**src/rtl/core/sbd_mul.sv**
```systemverilog
module sbd_mul (
    input  logic               clk,
    input  logic               en,
    input  logic signed [31:0] a,
    input  logic signed [31:0] b,
    output logic signed [63:0] prod_reg
);

    always_ff @(posedge clk)
    begin
        if (en)
        begin
            prod_reg <= a * b;
        end
    end

endmodule

```
**config.mk**
```make
export PLATFORM = sky130hd
export DESIGN_NAME = sbd_mul
export DESIGN_NICKNAME = d
export VERILOG_FILES = /design/src/rtl/core/sbd_mul.sv
export SDC_FILE = /design/constraint.sdc
export NUM_CORES = 2
export LEC_CHECK = 0
export BUFFER_PORTS_ARGS = -buffer_cell sky130_fd_sc_hd__buf_4
export CAP_MARGIN = 40
export CORE_MARGIN = 1
export CORE_UTILIZATION = 57
export CTS_CLUSTER_DIAMETER = 80
export DETAILED_ROUTE_END_ITERATION = 16
export GPL_ROUTABILITY_DRIVEN = 0
export GPL_TIMING_DRIVEN = 0
export PLACE_DENSITY = 0.74
export SYNTH_ARGS = -nofsm -noshare
export SYNTH_HDL_FRONTEND = slang
export SYNTH_SLANG_ARGS = --single-unit
```
**constraint.sdc**
```tcl
create_clock -name clk -period 11 [get_ports clk]
set_clock_uncertainty 0.2 [all_clocks]
set_input_delay 2.75 -clock clk [delete_from_list [all_inputs] [get_ports clk]]
set_output_delay 2.75 -clock clk [all_outputs]
set_load 0.02 [all_outputs]
```
==> impl_metrics.tcl <==
set metrics [dict create \
    status "finished clean" \
    fin_crit_ns 10.86 \
    dp_cells 4903 \
    ys_seq_area_frac 0.05073 \
    synth_warnings 0 \
    syn-cell-area_um2 37880 \
    synth_top_flop_cell "edfxtp_1" \
    totalWireLength_um 127800 \
    arrival_ns 10.75 \
    cp.required_ns 10.89 \
    synth_largest_area_cell "fa_1" \
    synth_edf_count 64 \
    min_path_cells 2 \
    post_drt_wl_per_cell_um 25.83 \
    crit_top_cell "fa_1" \
    grt_antenna_before_repair 20 \
    htreeDepth 3 \
    syn-instance-count 3884 \
    synth-seq-cells 64 \
    largest_reg_flops 64 \
    startpoint_type "input port" \
    crit_path_end_kind "flop" \
    crit_slowest_cell "clkbuf_1" \
    numCtsBuffers 9 \
    avgSynthCellArea_um2 9.753 \
    crit_path_max_incr_delay_ns 0.77 \
    seq_area_um2 1922 \
    critical_path_class "in -> reg" \
    grt-ovfl-total 0 \
    synth_area_leaders "fa_1 57%, inv_1 9.4%, and2_1 8.5%" \
    grt_max_degree 65 \
    core_area_um2 65750 \
    synth_cell_types 63 \
    layout_common_cells "1,074 x fa_1, 944 x inv_1, 516 x and2_1" \
    root_buffer "clkbuf_16" \
    pin_count 130 \
    tns_ns 0 \
    fp-row-count 94 \
    m1WireLength_um 41480 \
    critical_path.max_fanout 10 \
    layout_commonest_cell "fa_1" \
    grt_usage 0.3971 \
    slew_viol_final 0 \
    die_w_um 259.8 \
    cts.path.max_buffers 2 \
    vias_per_cell 5.838 \
    hold_buffers 0 \
    hold_viol_final 0 \
    drtIter0Drc 3145 \
    synth_top_area_share 0.5718 \
    synth_fp_nets 5216 \
    synthArstFlopShare 0 \
    fmaxAchievable_ghz 0.09210 \
    worst_pin_slew_ns 1.039 \
    cts_tree "yes" \
    cp.depth 27 \
    grt_pass1_vias 30909 \
    route.met2.wl_um 55750 \
    multi_input_area_um2 31670 \
    ant_nets 0 \
    top_layer "met5" \
    relSlewSlack 0.3073 \
    area_delta_synth_final_pct 8.142 \
    hp-class "in -> reg" \
    maxCapViolations 0 \
    first_pass_iters 9 \
    via_count 28886 \
    stdcell_count 4948 \
    dieArea_um2 67500 \
    nets 5407 \
    cts.clk_slew.worst_paths_ns 0.06 \
    grt_pass1_wl_um 190300 \
    finalSetupViolations 0 \
    nFillCells 5526 \
    drive_gt1_frac 0.07672 \
    io_buffers 129 \
    drc 0 \
    crit_buf_inv 7 \
    finalCritPeriodShare 0.9870 \
    cts_num_sinks 64 \
    hold_ws_ns 2.646 \
    crit_family "adder cells" \
    dp_hpwl_um 106200 \
    dr_wl_met3_um 17710 \
    start_util 0.5762 \
    die_y_um 259.8 \
]
## cell usage after synthesis, types with 4 or more instances
cell type  instances
nand4_1            7
a21oi_1           68
edfxtp_1          64
o21a_1             4
o31ai_1            6
xor2_1            22
fa_1            1082
or3_1              4
ha_1             184
a211oi_1           4
and2_1           516
nand2_1          511
and3_1             7
xnor2_1           53
o21ai_0           28
a21o_1            23
nand2b_1           9
nand3_1           15
a31oi_1           12
nor3_1             6
o21bai_1          15
inv_1            952
clkbuf_1         195
nor2_1            42
## through the flow
stage / utilization / area [um2] / worst slack [ns]
floorplan: - / 37880 / 0.6532
global placement: 0.6074 / 39930 / -1.341
detailed placement: 0.6123 / 40250 / -1.415
CTS: 0.6185 / 40670 / 0.008659
global route: 0.6230 / 40960 / -0.03409
finish: 0.6231 / 40970 / 0.1428
## what timing repair did
action                     CTS  global route
gates resized for setup     26           140
setup endpoints to repair   14            10
buffers inserted            10            11
pin swaps                    2             6
## layout make-up
| type | count | area share |
|---|---|---|
| Antenna cell | 4 | 0.0002443 |
| Buffer | 197 | 0.02049 |
| Clock buffer | 10 | 0.005589 |
| Clock inverter | 6 | 0.001466 |
| Inverter | 952 | 0.08784 |
| Multi-Input combinational cell | 2668 | 0.7732 |
| Sequential cell | 64 | 0.04691 |
| Tap cell | 864 | 0.02639 |
| Timing Repair Buffer | 183 | 0.03790 |
## cells by family after synthesis
| logic type | after synthesis | synth area share |
|---|---|---|
| AOI/OAI and AO/OA | 193 | 0.03405 |
| buffers and inverters | 1152 | 0.1142 |
| xor gates and xnor gates | 75 | 0.01734 |
| DFF | 64 | 0.05073 |
| adders and majority gates | 1266 | 0.6326 |
| and+or+nand+nor | 1134 | 0.1511 |
## routing by layer
metal,vias to the layer above,track usage
li1,11513,-
met3,685,0.1461
met2,2082,0.5877
met5,-,0
met1,14596,0.4700
met4,10,0.3093
## final timing paths
check	start	end	slack, ns
worst max-delay path	a[23]	prod_reg[60]$_DFFE_PP_	0.14
worst min-delay path	b[0]	prod_reg[0]$_DFFE_PP_	2.65
Power is not shown: default switching activity piles up to over one toggle a cycle in this logic, so the estimate is an artifact.
