<file path="config.mk">
export PLATFORM = sky130hd
export DESIGN_NAME = sbd_regs
export DESIGN_NICKNAME = d
export VERILOG_FILES = /design/src/rtl/core/sbd_pkg.sv /design/src/rtl/core/sbd_regs.sv
export SDC_FILE = /design/constraint.sdc
export NUM_CORES = 1
export LEC_CHECK = 0
export BUFFER_PORTS_ARGS = -buffer_cell sky130_fd_sc_hd__buf_2
export CAP_MARGIN = 30
export CORE_UTILIZATION = 44
export DETAILED_ROUTE_END_ITERATION = 10
export GPL_TIMING_DRIVEN = 0
export PLACE_DENSITY_LB_ADDON = 0.25
export SLEW_MARGIN = 10
export SYNTH_ARGS = -nofsm -noshare
export SYNTH_HDL_FRONTEND = slang
export SYNTH_SLANG_ARGS = --single-unit
</file>
<file path="constraint.sdc">
create_clock -name clk -period 1.9 [get_ports clk]
set_clock_uncertainty 0.05 [all_clocks]
set_input_delay 0.095 -clock clk [delete_from_list [all_inputs] [get_ports clk]]
set_output_delay 0.095 -clock clk [all_outputs]
set_load 0.02 [all_outputs]
</file>
<file path="src/rtl/core/sbd_pkg.sv">
package sbd_pkg;

    localparam int SAMPLE_BITS = 24;
    localparam int COEF_BITS   = 16;
    localparam int LOG_BITS    = 8;
    localparam int MEM_BITS    = SAMPLE_BITS + 2;
    localparam int ENV_BITS    = 24;
    localparam int ADDR_BITS   = 5;

    localparam logic [31:0] DB_PER_OCT   = 32'd394566;
    localparam logic [31:0] OCT_PER_DB   = 32'd10885;
    localparam logic [15:0] MAX_REDUCE   = 16'd40960;
    localparam logic [31:0] GAIN_UNITY   = 32'h1000_0000;

    // register indexes (byte address / 4)
    localparam logic [2:0] REG_HP_ALPHA  = 3'd0;
    localparam logic [2:0] REG_ATTACK    = 3'd1;
    localparam logic [2:0] REG_RELEASE   = 3'd2;
    localparam logic [2:0] REG_THRESHOLD = 3'd3;
    localparam logic [2:0] REG_SLOPE     = 3'd4;
    localparam logic [2:0] REG_WIDEBAND  = 3'd5;

    typedef struct packed {
        logic [15:0]        hp_alpha;
        logic [15:0]        rise_coef;
        logic [15:0]        fall_coef;
        logic signed [15:0] threshold_level;
        logic [15:0]        reduction_slope;
        logic               wideband_mode;
    } cfg_t;

    typedef enum logic [4:0] {
        ST_IDLE,
        ST_HP,
        ST_Y,
        ST_LVL,
        ST_SQ,
        ST_SQEND,
        ST_DB,
        ST_ENV1,
        ST_ENV2,
        ST_ENV3,
        ST_ENV4,
        ST_RED,
        ST_RED2,
        ST_EXP,
        ST_EXP2,
        ST_GAIN,
        ST_GEND,
        ST_OUT1,
        ST_OUT2
    } state_t;

    // integer square root, evaluated at elaboration only
    function automatic logic [63:0] isqrt(input logic [63:0] v);
        logic [63:0] r;
        logic [63:0] b;
        logic [63:0] rem;
        r   = '0;
        rem = v;
        for (int i = 0; i < 32; i++) begin
            b = 64'd1 << (62 - 2 * i);
            if (rem >= r + b) begin
                rem = rem - (r + b);
                r   = (r >> 1) + b;
            end
            else begin
                r = r >> 1;
            end
        end
        return r;
    endfunction

    // 2^-(2^-k) in Q.28, from repeated square roots of 0.5
    function automatic logic [31:0] gain_step(input int k);
        logic [63:0] c;
        c = 64'd1 << 27;
        for (int i = 0; i < k; i++) begin
            c = isqrt(c << 28);
        end
        return c[31:0];
    endfunction

    localparam logic [31:0] GAIN_STEP [LOG_BITS] = '{
        gain_step(1), gain_step(2), gain_step(3), gain_step(4),
        gain_step(5), gain_step(6), gain_step(7), gain_step(8)
    };

endpackage

</file>
<file path="src/rtl/core/sbd_regs.sv">
module sbd_regs (
    input  logic                          clk,
    input  logic                          rst_n,
    input  logic                          psel,
    input  logic                          penable,
    input  logic                          pwrite,
    input  logic [sbd_pkg::ADDR_BITS-1:0] paddr,
    input  logic [31:0]                   pwdata,
    output logic [31:0]                   prdata,
    output sbd_pkg::cfg_t                 cfg
);

    sbd_pkg::cfg_t cfg_reg;
    logic [2:0]    idx;
    logic          wr;

    assign idx = paddr[4:2];
    assign wr  = psel & penable & pwrite;
    assign cfg = cfg_reg;

    always_ff @(posedge clk or negedge rst_n)
    begin
        if (!rst_n)
        begin
            cfg_reg.hp_alpha        <= 16'd43018;
            cfg_reg.rise_coef       <= 16'd62862;
            cfg_reg.fall_coef       <= 16'd65468;
            cfg_reg.threshold_level <= -16'sd5120;
            cfg_reg.reduction_slope <= 16'd49152;
            cfg_reg.wideband_mode   <= 1'b0;
        end
        else if (wr)
        begin
            case (idx)
                sbd_pkg::REG_HP_ALPHA:  cfg_reg.hp_alpha        <= pwdata[15:0];
                sbd_pkg::REG_ATTACK:    cfg_reg.rise_coef       <= pwdata[15:0];
                sbd_pkg::REG_RELEASE:   cfg_reg.fall_coef       <= pwdata[15:0];
                sbd_pkg::REG_THRESHOLD: cfg_reg.threshold_level <= pwdata[15:0];
                sbd_pkg::REG_SLOPE:     cfg_reg.reduction_slope <= pwdata[15:0];
                sbd_pkg::REG_WIDEBAND:  cfg_reg.wideband_mode   <= pwdata[0];
                default: ;
            endcase
        end
    end

    always_comb
    begin
        case (idx)
            sbd_pkg::REG_HP_ALPHA:  prdata = {16'd0, cfg_reg.hp_alpha};
            sbd_pkg::REG_ATTACK:    prdata = {16'd0, cfg_reg.rise_coef};
            sbd_pkg::REG_RELEASE:   prdata = {16'd0, cfg_reg.fall_coef};
            sbd_pkg::REG_THRESHOLD: prdata = 32'(cfg_reg.threshold_level);
            sbd_pkg::REG_SLOPE:     prdata = {16'd0, cfg_reg.reduction_slope};
            sbd_pkg::REG_WIDEBAND:  prdata = {31'd0, cfg_reg.wideband_mode};
            default:                prdata = 32'd0;
        endcase
    end

endmodule

</file>
==> tab_implementation.tex <==
\begin{tabular}{lr}
\hline
Metric & Value \\
\hline
\multicolumn{2}{l}{\textbf{Power}} \\
Clock power share & 0.249 \\
Share of total power in combinational logic & 0.308 \\
Internal power & 3690 uW \\
Switching part of the total power & 0.331 \\
Maximum ir drop on the vdd rail & approximately 0.00054 V \\
Net switching power & around 1800 uW \\
Power per Cell Area & between 1000 and 1500 nW/um\^{}2 \\
Static leakage & 0.00263 uW \\
Sequential group share of total power & 0.442 \\
\multicolumn{2}{l}{\textbf{Place}} \\
Count of input and output buffers & approximately 130 \\
Half-perimeter wire length after placement & approximately 7000 um \\
Routability-driven placement congestion ratio & around 0.77 \\
Worst setup slack before clock tree synthesis & -0.254 ns \\
\multicolumn{2}{l}{\textbf{Clock tree}} \\
Number of buffers inserted during clock tree synthesis & 9 \\
CTS sink count & 81 \\
Clock-pin slew on the worst setup and hold paths & about 0.090 ns \\
H-tree depth reported by CTS & 3 \\
Worst skew pair latency & 0.35 ns \\
TritonCTS clock tree & done \\
Clock root buffer & sky130\_fd\_sc\_hd\_\_clkbuf\_8 \\
Maximum buffer depth of the clock tree & 2 \\
\multicolumn{2}{l}{\textbf{Drt}} \\
Routed Wire Length & 10,600 um \\
Number of search-and-repair iterations in the first detailed-routing pass & 8 \\
Number of vias after detailed routing & 2,959 \\
Detailed Route Iter0 Violations & a little over 80 \\
DRC viols & 20 \\
WL/cell & roughly 19 um \\
Number of vias per cell & around 5.2 \\
Antenna Nets Post-Route & 0 \\
\multicolumn{2}{l}{\textbf{Logic synthesis}} \\
Number of library cell types mapped by synthesis & 32 \\
Fraction of the yosys area taken by sequential cells & 0.515 \\
Cell types with the largest area share after synthesis & sky130\_fd\_sc\_hd\_\_dfrtp\_1, sky130\_fd\_sc\_hd\_\_dfstp\_2, sky130\_fd\_sc\_hd\_\_mux2\_2 \\
Area share of the largest cell type after synthesis & 0.286 \\
Synthesized Nets & approximately 340 \\
Average cell area after synthesis & about 14 um\^{}2 \\
Post-synth top area cell & sky130\_fd\_sc\_hd\_\_dfrtp\_1 \\
Total standard cell area after synthesis & around 4000 um\^{}2 \\
Flip-flop and latch count after synthesis & 81 \\
Number of instances in the synthesized netlist & between 200 and 300 \\
Number of warnings issued by yosys & 0 \\
\multicolumn{2}{l}{\textbf{STA}} \\
RSZ-0062 raised after global routing & no \\
Slew Limit Fails & 0 \\
Fin worst setup slack & $\sim$0.14 ns \\
Share of the cycle needed by the critical path after routing & 0.925 \\
Final setup violating endpoints & 0 \\
Post-layout minimum cycle time & 1.76 ns \\
Relative max-transition margin & 0.508 \\
Final Hold Vio Count & 0 \\
Fmax achieved & about 570 MHz \\
Actual slew at the worst max-slew pin & $\sim$0.73 ns \\
Min Hold Slack & 0.00170 ns \\
\multicolumn{2}{l}{\textbf{Flow run}} \\
Max capacitance violation total & 0 \\
\multicolumn{2}{l}{\textbf{Worst setup path}} \\
Data required time of the worst path & 1.75 ns \\
Crit path max-delay family & buffers and inverters \\
Critical Path Slowest Stage Cell & sky130\_fd\_sc\_hd\_\_buf\_2 \\
Max stage delay on crit path & $\sim$0.30 ns \\
Cell with the most instances on the worst path & sky130\_fd\_sc\_hd\_\_buf\_2 \\
Beginning of the worst register-to-register path & cfg[2] \\
CP cell instances & clkbuf\_1, buf\_4, buf\_2, buf\_2, a21oi\_1, o22ai\_1, buf\_2 \\
Critical path startpoint category & input port \\
Launching instance or port of the critical path & paddr[3] \\
Buffers and inverters on the worst path & 5 \\
Crit Path Max Fanout & 10 \\
Data arrival time at the worst-slack endpoint & roughly 1.6 ns \\
Critical setup path kind & in2out \\
Endpoint kind of the worst setup timing path & output pin \\
\multicolumn{2}{l}{\textbf{Finish}} \\
Final net count & 498 \\
Proportion of layout cells with a drive suffix above 1 & 0.666 \\
Area taken by multi-input logic gates & around 1700 um\^{}2 \\
\# diodes & 0 \\
Commonest cells after routing, fill and taps aside & sky130\_fd\_sc\_hd\_\_buf\_2, sky130\_fd\_sc\_hd\_\_mux2\_2, sky130\_fd\_sc\_hd\_\_dfrtp\_1 \\
Signed area change from the synthesized netlist to the final layout & 31.0\% \\
Flip-flop count of the largest register after layout & between 80 and 90 \\
Most frequent standard cell in the layout excluding fill and tap cells & sky130\_fd\_sc\_hd\_\_buf\_2 \\
FILL cells & 716 \\
Register area & 2070 um\^{}2 \\
\multicolumn{2}{l}{\textbf{Worst hold path}} \\
Launch point of the worst hold path & pwdata[0] \\
Worst min-delay path class & in2reg \\
\multicolumn{2}{l}{\textbf{Global route}} \\
Largest net degree at the start of global routing & 58 \\
Number of antenna violations at the first check in global routing & 0 \\
Total congestion overflow after global routing & 0 \\
Via count of the first global-routing pass & approximately 3,100 \\
Global-route wire length before repair & between 15,000 and 20,000 um \\
All-Layer GR Usage & 0.228 \\
\multicolumn{2}{l}{\textbf{Floorplan}} \\
Die outline height & just under 100 um \\
Width of the die & approximately 98 um \\
Area enclosed by the die boundary & 9530 um\^{}2 \\
Initial standard-cell utilization of the core & 0.457 \\
Boundary pin count & around 160 \\
CORE AREA & 8810 um\^{}2 \\
Number of cell rows & 34 \\
\multicolumn{2}{l}{\textbf{Run status}} \\
Violations in the final reports & DRC \\
Outcome & complete, but fails checks \\
\hline
\end{tabular}
-- per-stage QoR --
step,TNS (ns),utilization,std cells,power (uW),area [um^2]
2_1_floorplan,0,-,293,3510,4030
3_3_place_gp,-4.69,0.549,535,4090,4830
3_5_place_dp,-5.98,0.552,536,4140,4860
4_1_cts,0,0.598,569,5550,5270
5_1_grt,0,0.599,569,5760,5270
6_report,0,0.599,569,5510,5270
-- kinds of logic after synthesis --
| family | synth area share |
|---|---|
| multiplexers | 0.308 |
| flip-flops | 0.515 |
| AO/OA/AOI/OAI | 0.0793 |
| buffers and inverters | 0.0600 |
| AND/OR/NAND/NOR | 0.0386 |
-- cell usage after synthesis --
| cell type | instances |
|---|---|
| sky130_fd_sc_hd__nand2_1 | 1 |
| sky130_fd_sc_hd__buf_2 | 9 |
| sky130_fd_sc_hd__buf_4 | 15 |
| sky130_fd_sc_hd__buf_6 | 3 |
| sky130_fd_sc_hd__o21ai_0 | 12 |
| sky130_fd_sc_hd__a22oi_1 | 4 |
| sky130_fd_sc_hd__nor3_2 | 1 |
| sky130_fd_sc_hd__nor2_2 | 2 |
| sky130_fd_sc_hd__mux4_2 | 1 |
| sky130_fd_sc_hd__nand4b_4 | 1 |
| sky130_fd_sc_hd__o21a_1 | 11 |
| sky130_fd_sc_hd__nand4_1 | 1 |
| sky130_fd_sc_hd__dfstp_2 | 35 |
| sky130_fd_sc_hd__a21oi_1 | 5 |
| sky130_fd_sc_hd__nor3b_1 | 5 |
| sky130_fd_sc_hd__nor3b_2 | 1 |
| sky130_fd_sc_hd__or3_1 | 1 |
| sky130_fd_sc_hd__mux2i_1 | 22 |
| sky130_fd_sc_hd__buf_1 | 1 |
| sky130_fd_sc_hd__o22ai_1 | 4 |
| sky130_fd_sc_hd__nand3_1 | 2 |
| sky130_fd_sc_hd__a211o_1 | 1 |
| sky130_fd_sc_hd__nor2_1 | 2 |
| sky130_fd_sc_hd__clkbuf_1 | 6 |
| sky130_fd_sc_hd__buf_12 | 1 |
| sky130_fd_sc_hd__dfrtp_1 | 46 |
| sky130_fd_sc_hd__nand2b_1 | 1 |
| sky130_fd_sc_hd__nor2b_1 | 3 |
| sky130_fd_sc_hd__mux2_4 | 10 |
| sky130_fd_sc_hd__o2bb2ai_1 | 10 |
| sky130_fd_sc_hd__inv_1 | 1 |
| sky130_fd_sc_hd__mux2_2 | 75 |
-- metal layers --
metal	up-vias	routed length (um)	GRT usage
met5	-	0	0
met4	0	94	0.0874
met3	8	546	0.0403
met2	89	5310	0.386
met1	1476	4660	0.291
li1	1386	-	-
-- worst paths after layout --
path / slack, ns / endpoint / cells after the start
worst max register to register: 1.06 / cfg[2] / 1
worst max-delay path: 0.14 / prdata[7] / 7
min in group asynchronous: 0.15 / cfg[60] / 2
worst min-delay path: 0.002 / cfg[1] / 2
max in group asynchronous: 1.01 / cfg[38] / 3
worst min register to register: 0.49 / cfg[6] / 1
-- cell type report --
cell class | instances | area share
Buffer | 35 | 0.0463
Clock buffer | 13 | 0.0282
Clock inverter | 3 | 0.0123
Inverter | 1 | 0.000712
Multi-Input combinational cell | 176 | 0.327
Sequential cell | 81 | 0.393
Tap cell | 108 | 0.0256
Timing Repair Buffer | 152 | 0.167
-- power groups by stage --
stage	clock network, uW	registers [uW]	logic [uW]
2_1_floorplan	0	2850	658
3_3_place_gp	0	2450	1640
3_5_place_dp	0	2460	1680
4_1_cts	1400	2430	1710
5_1_grt	1460	2490	1810
6_report	1370	2440	1700
-- repair_timing --
item	in CTS	in global routing
hold endpoints to repair	124	0
pin swaps	1	0
buffers inserted	1	0
gates resized for setup	3	4
endpoints found under the setup margin	18	14
hold buffers	16	0
Note: power is estimated with default switching activity, not from simulation.
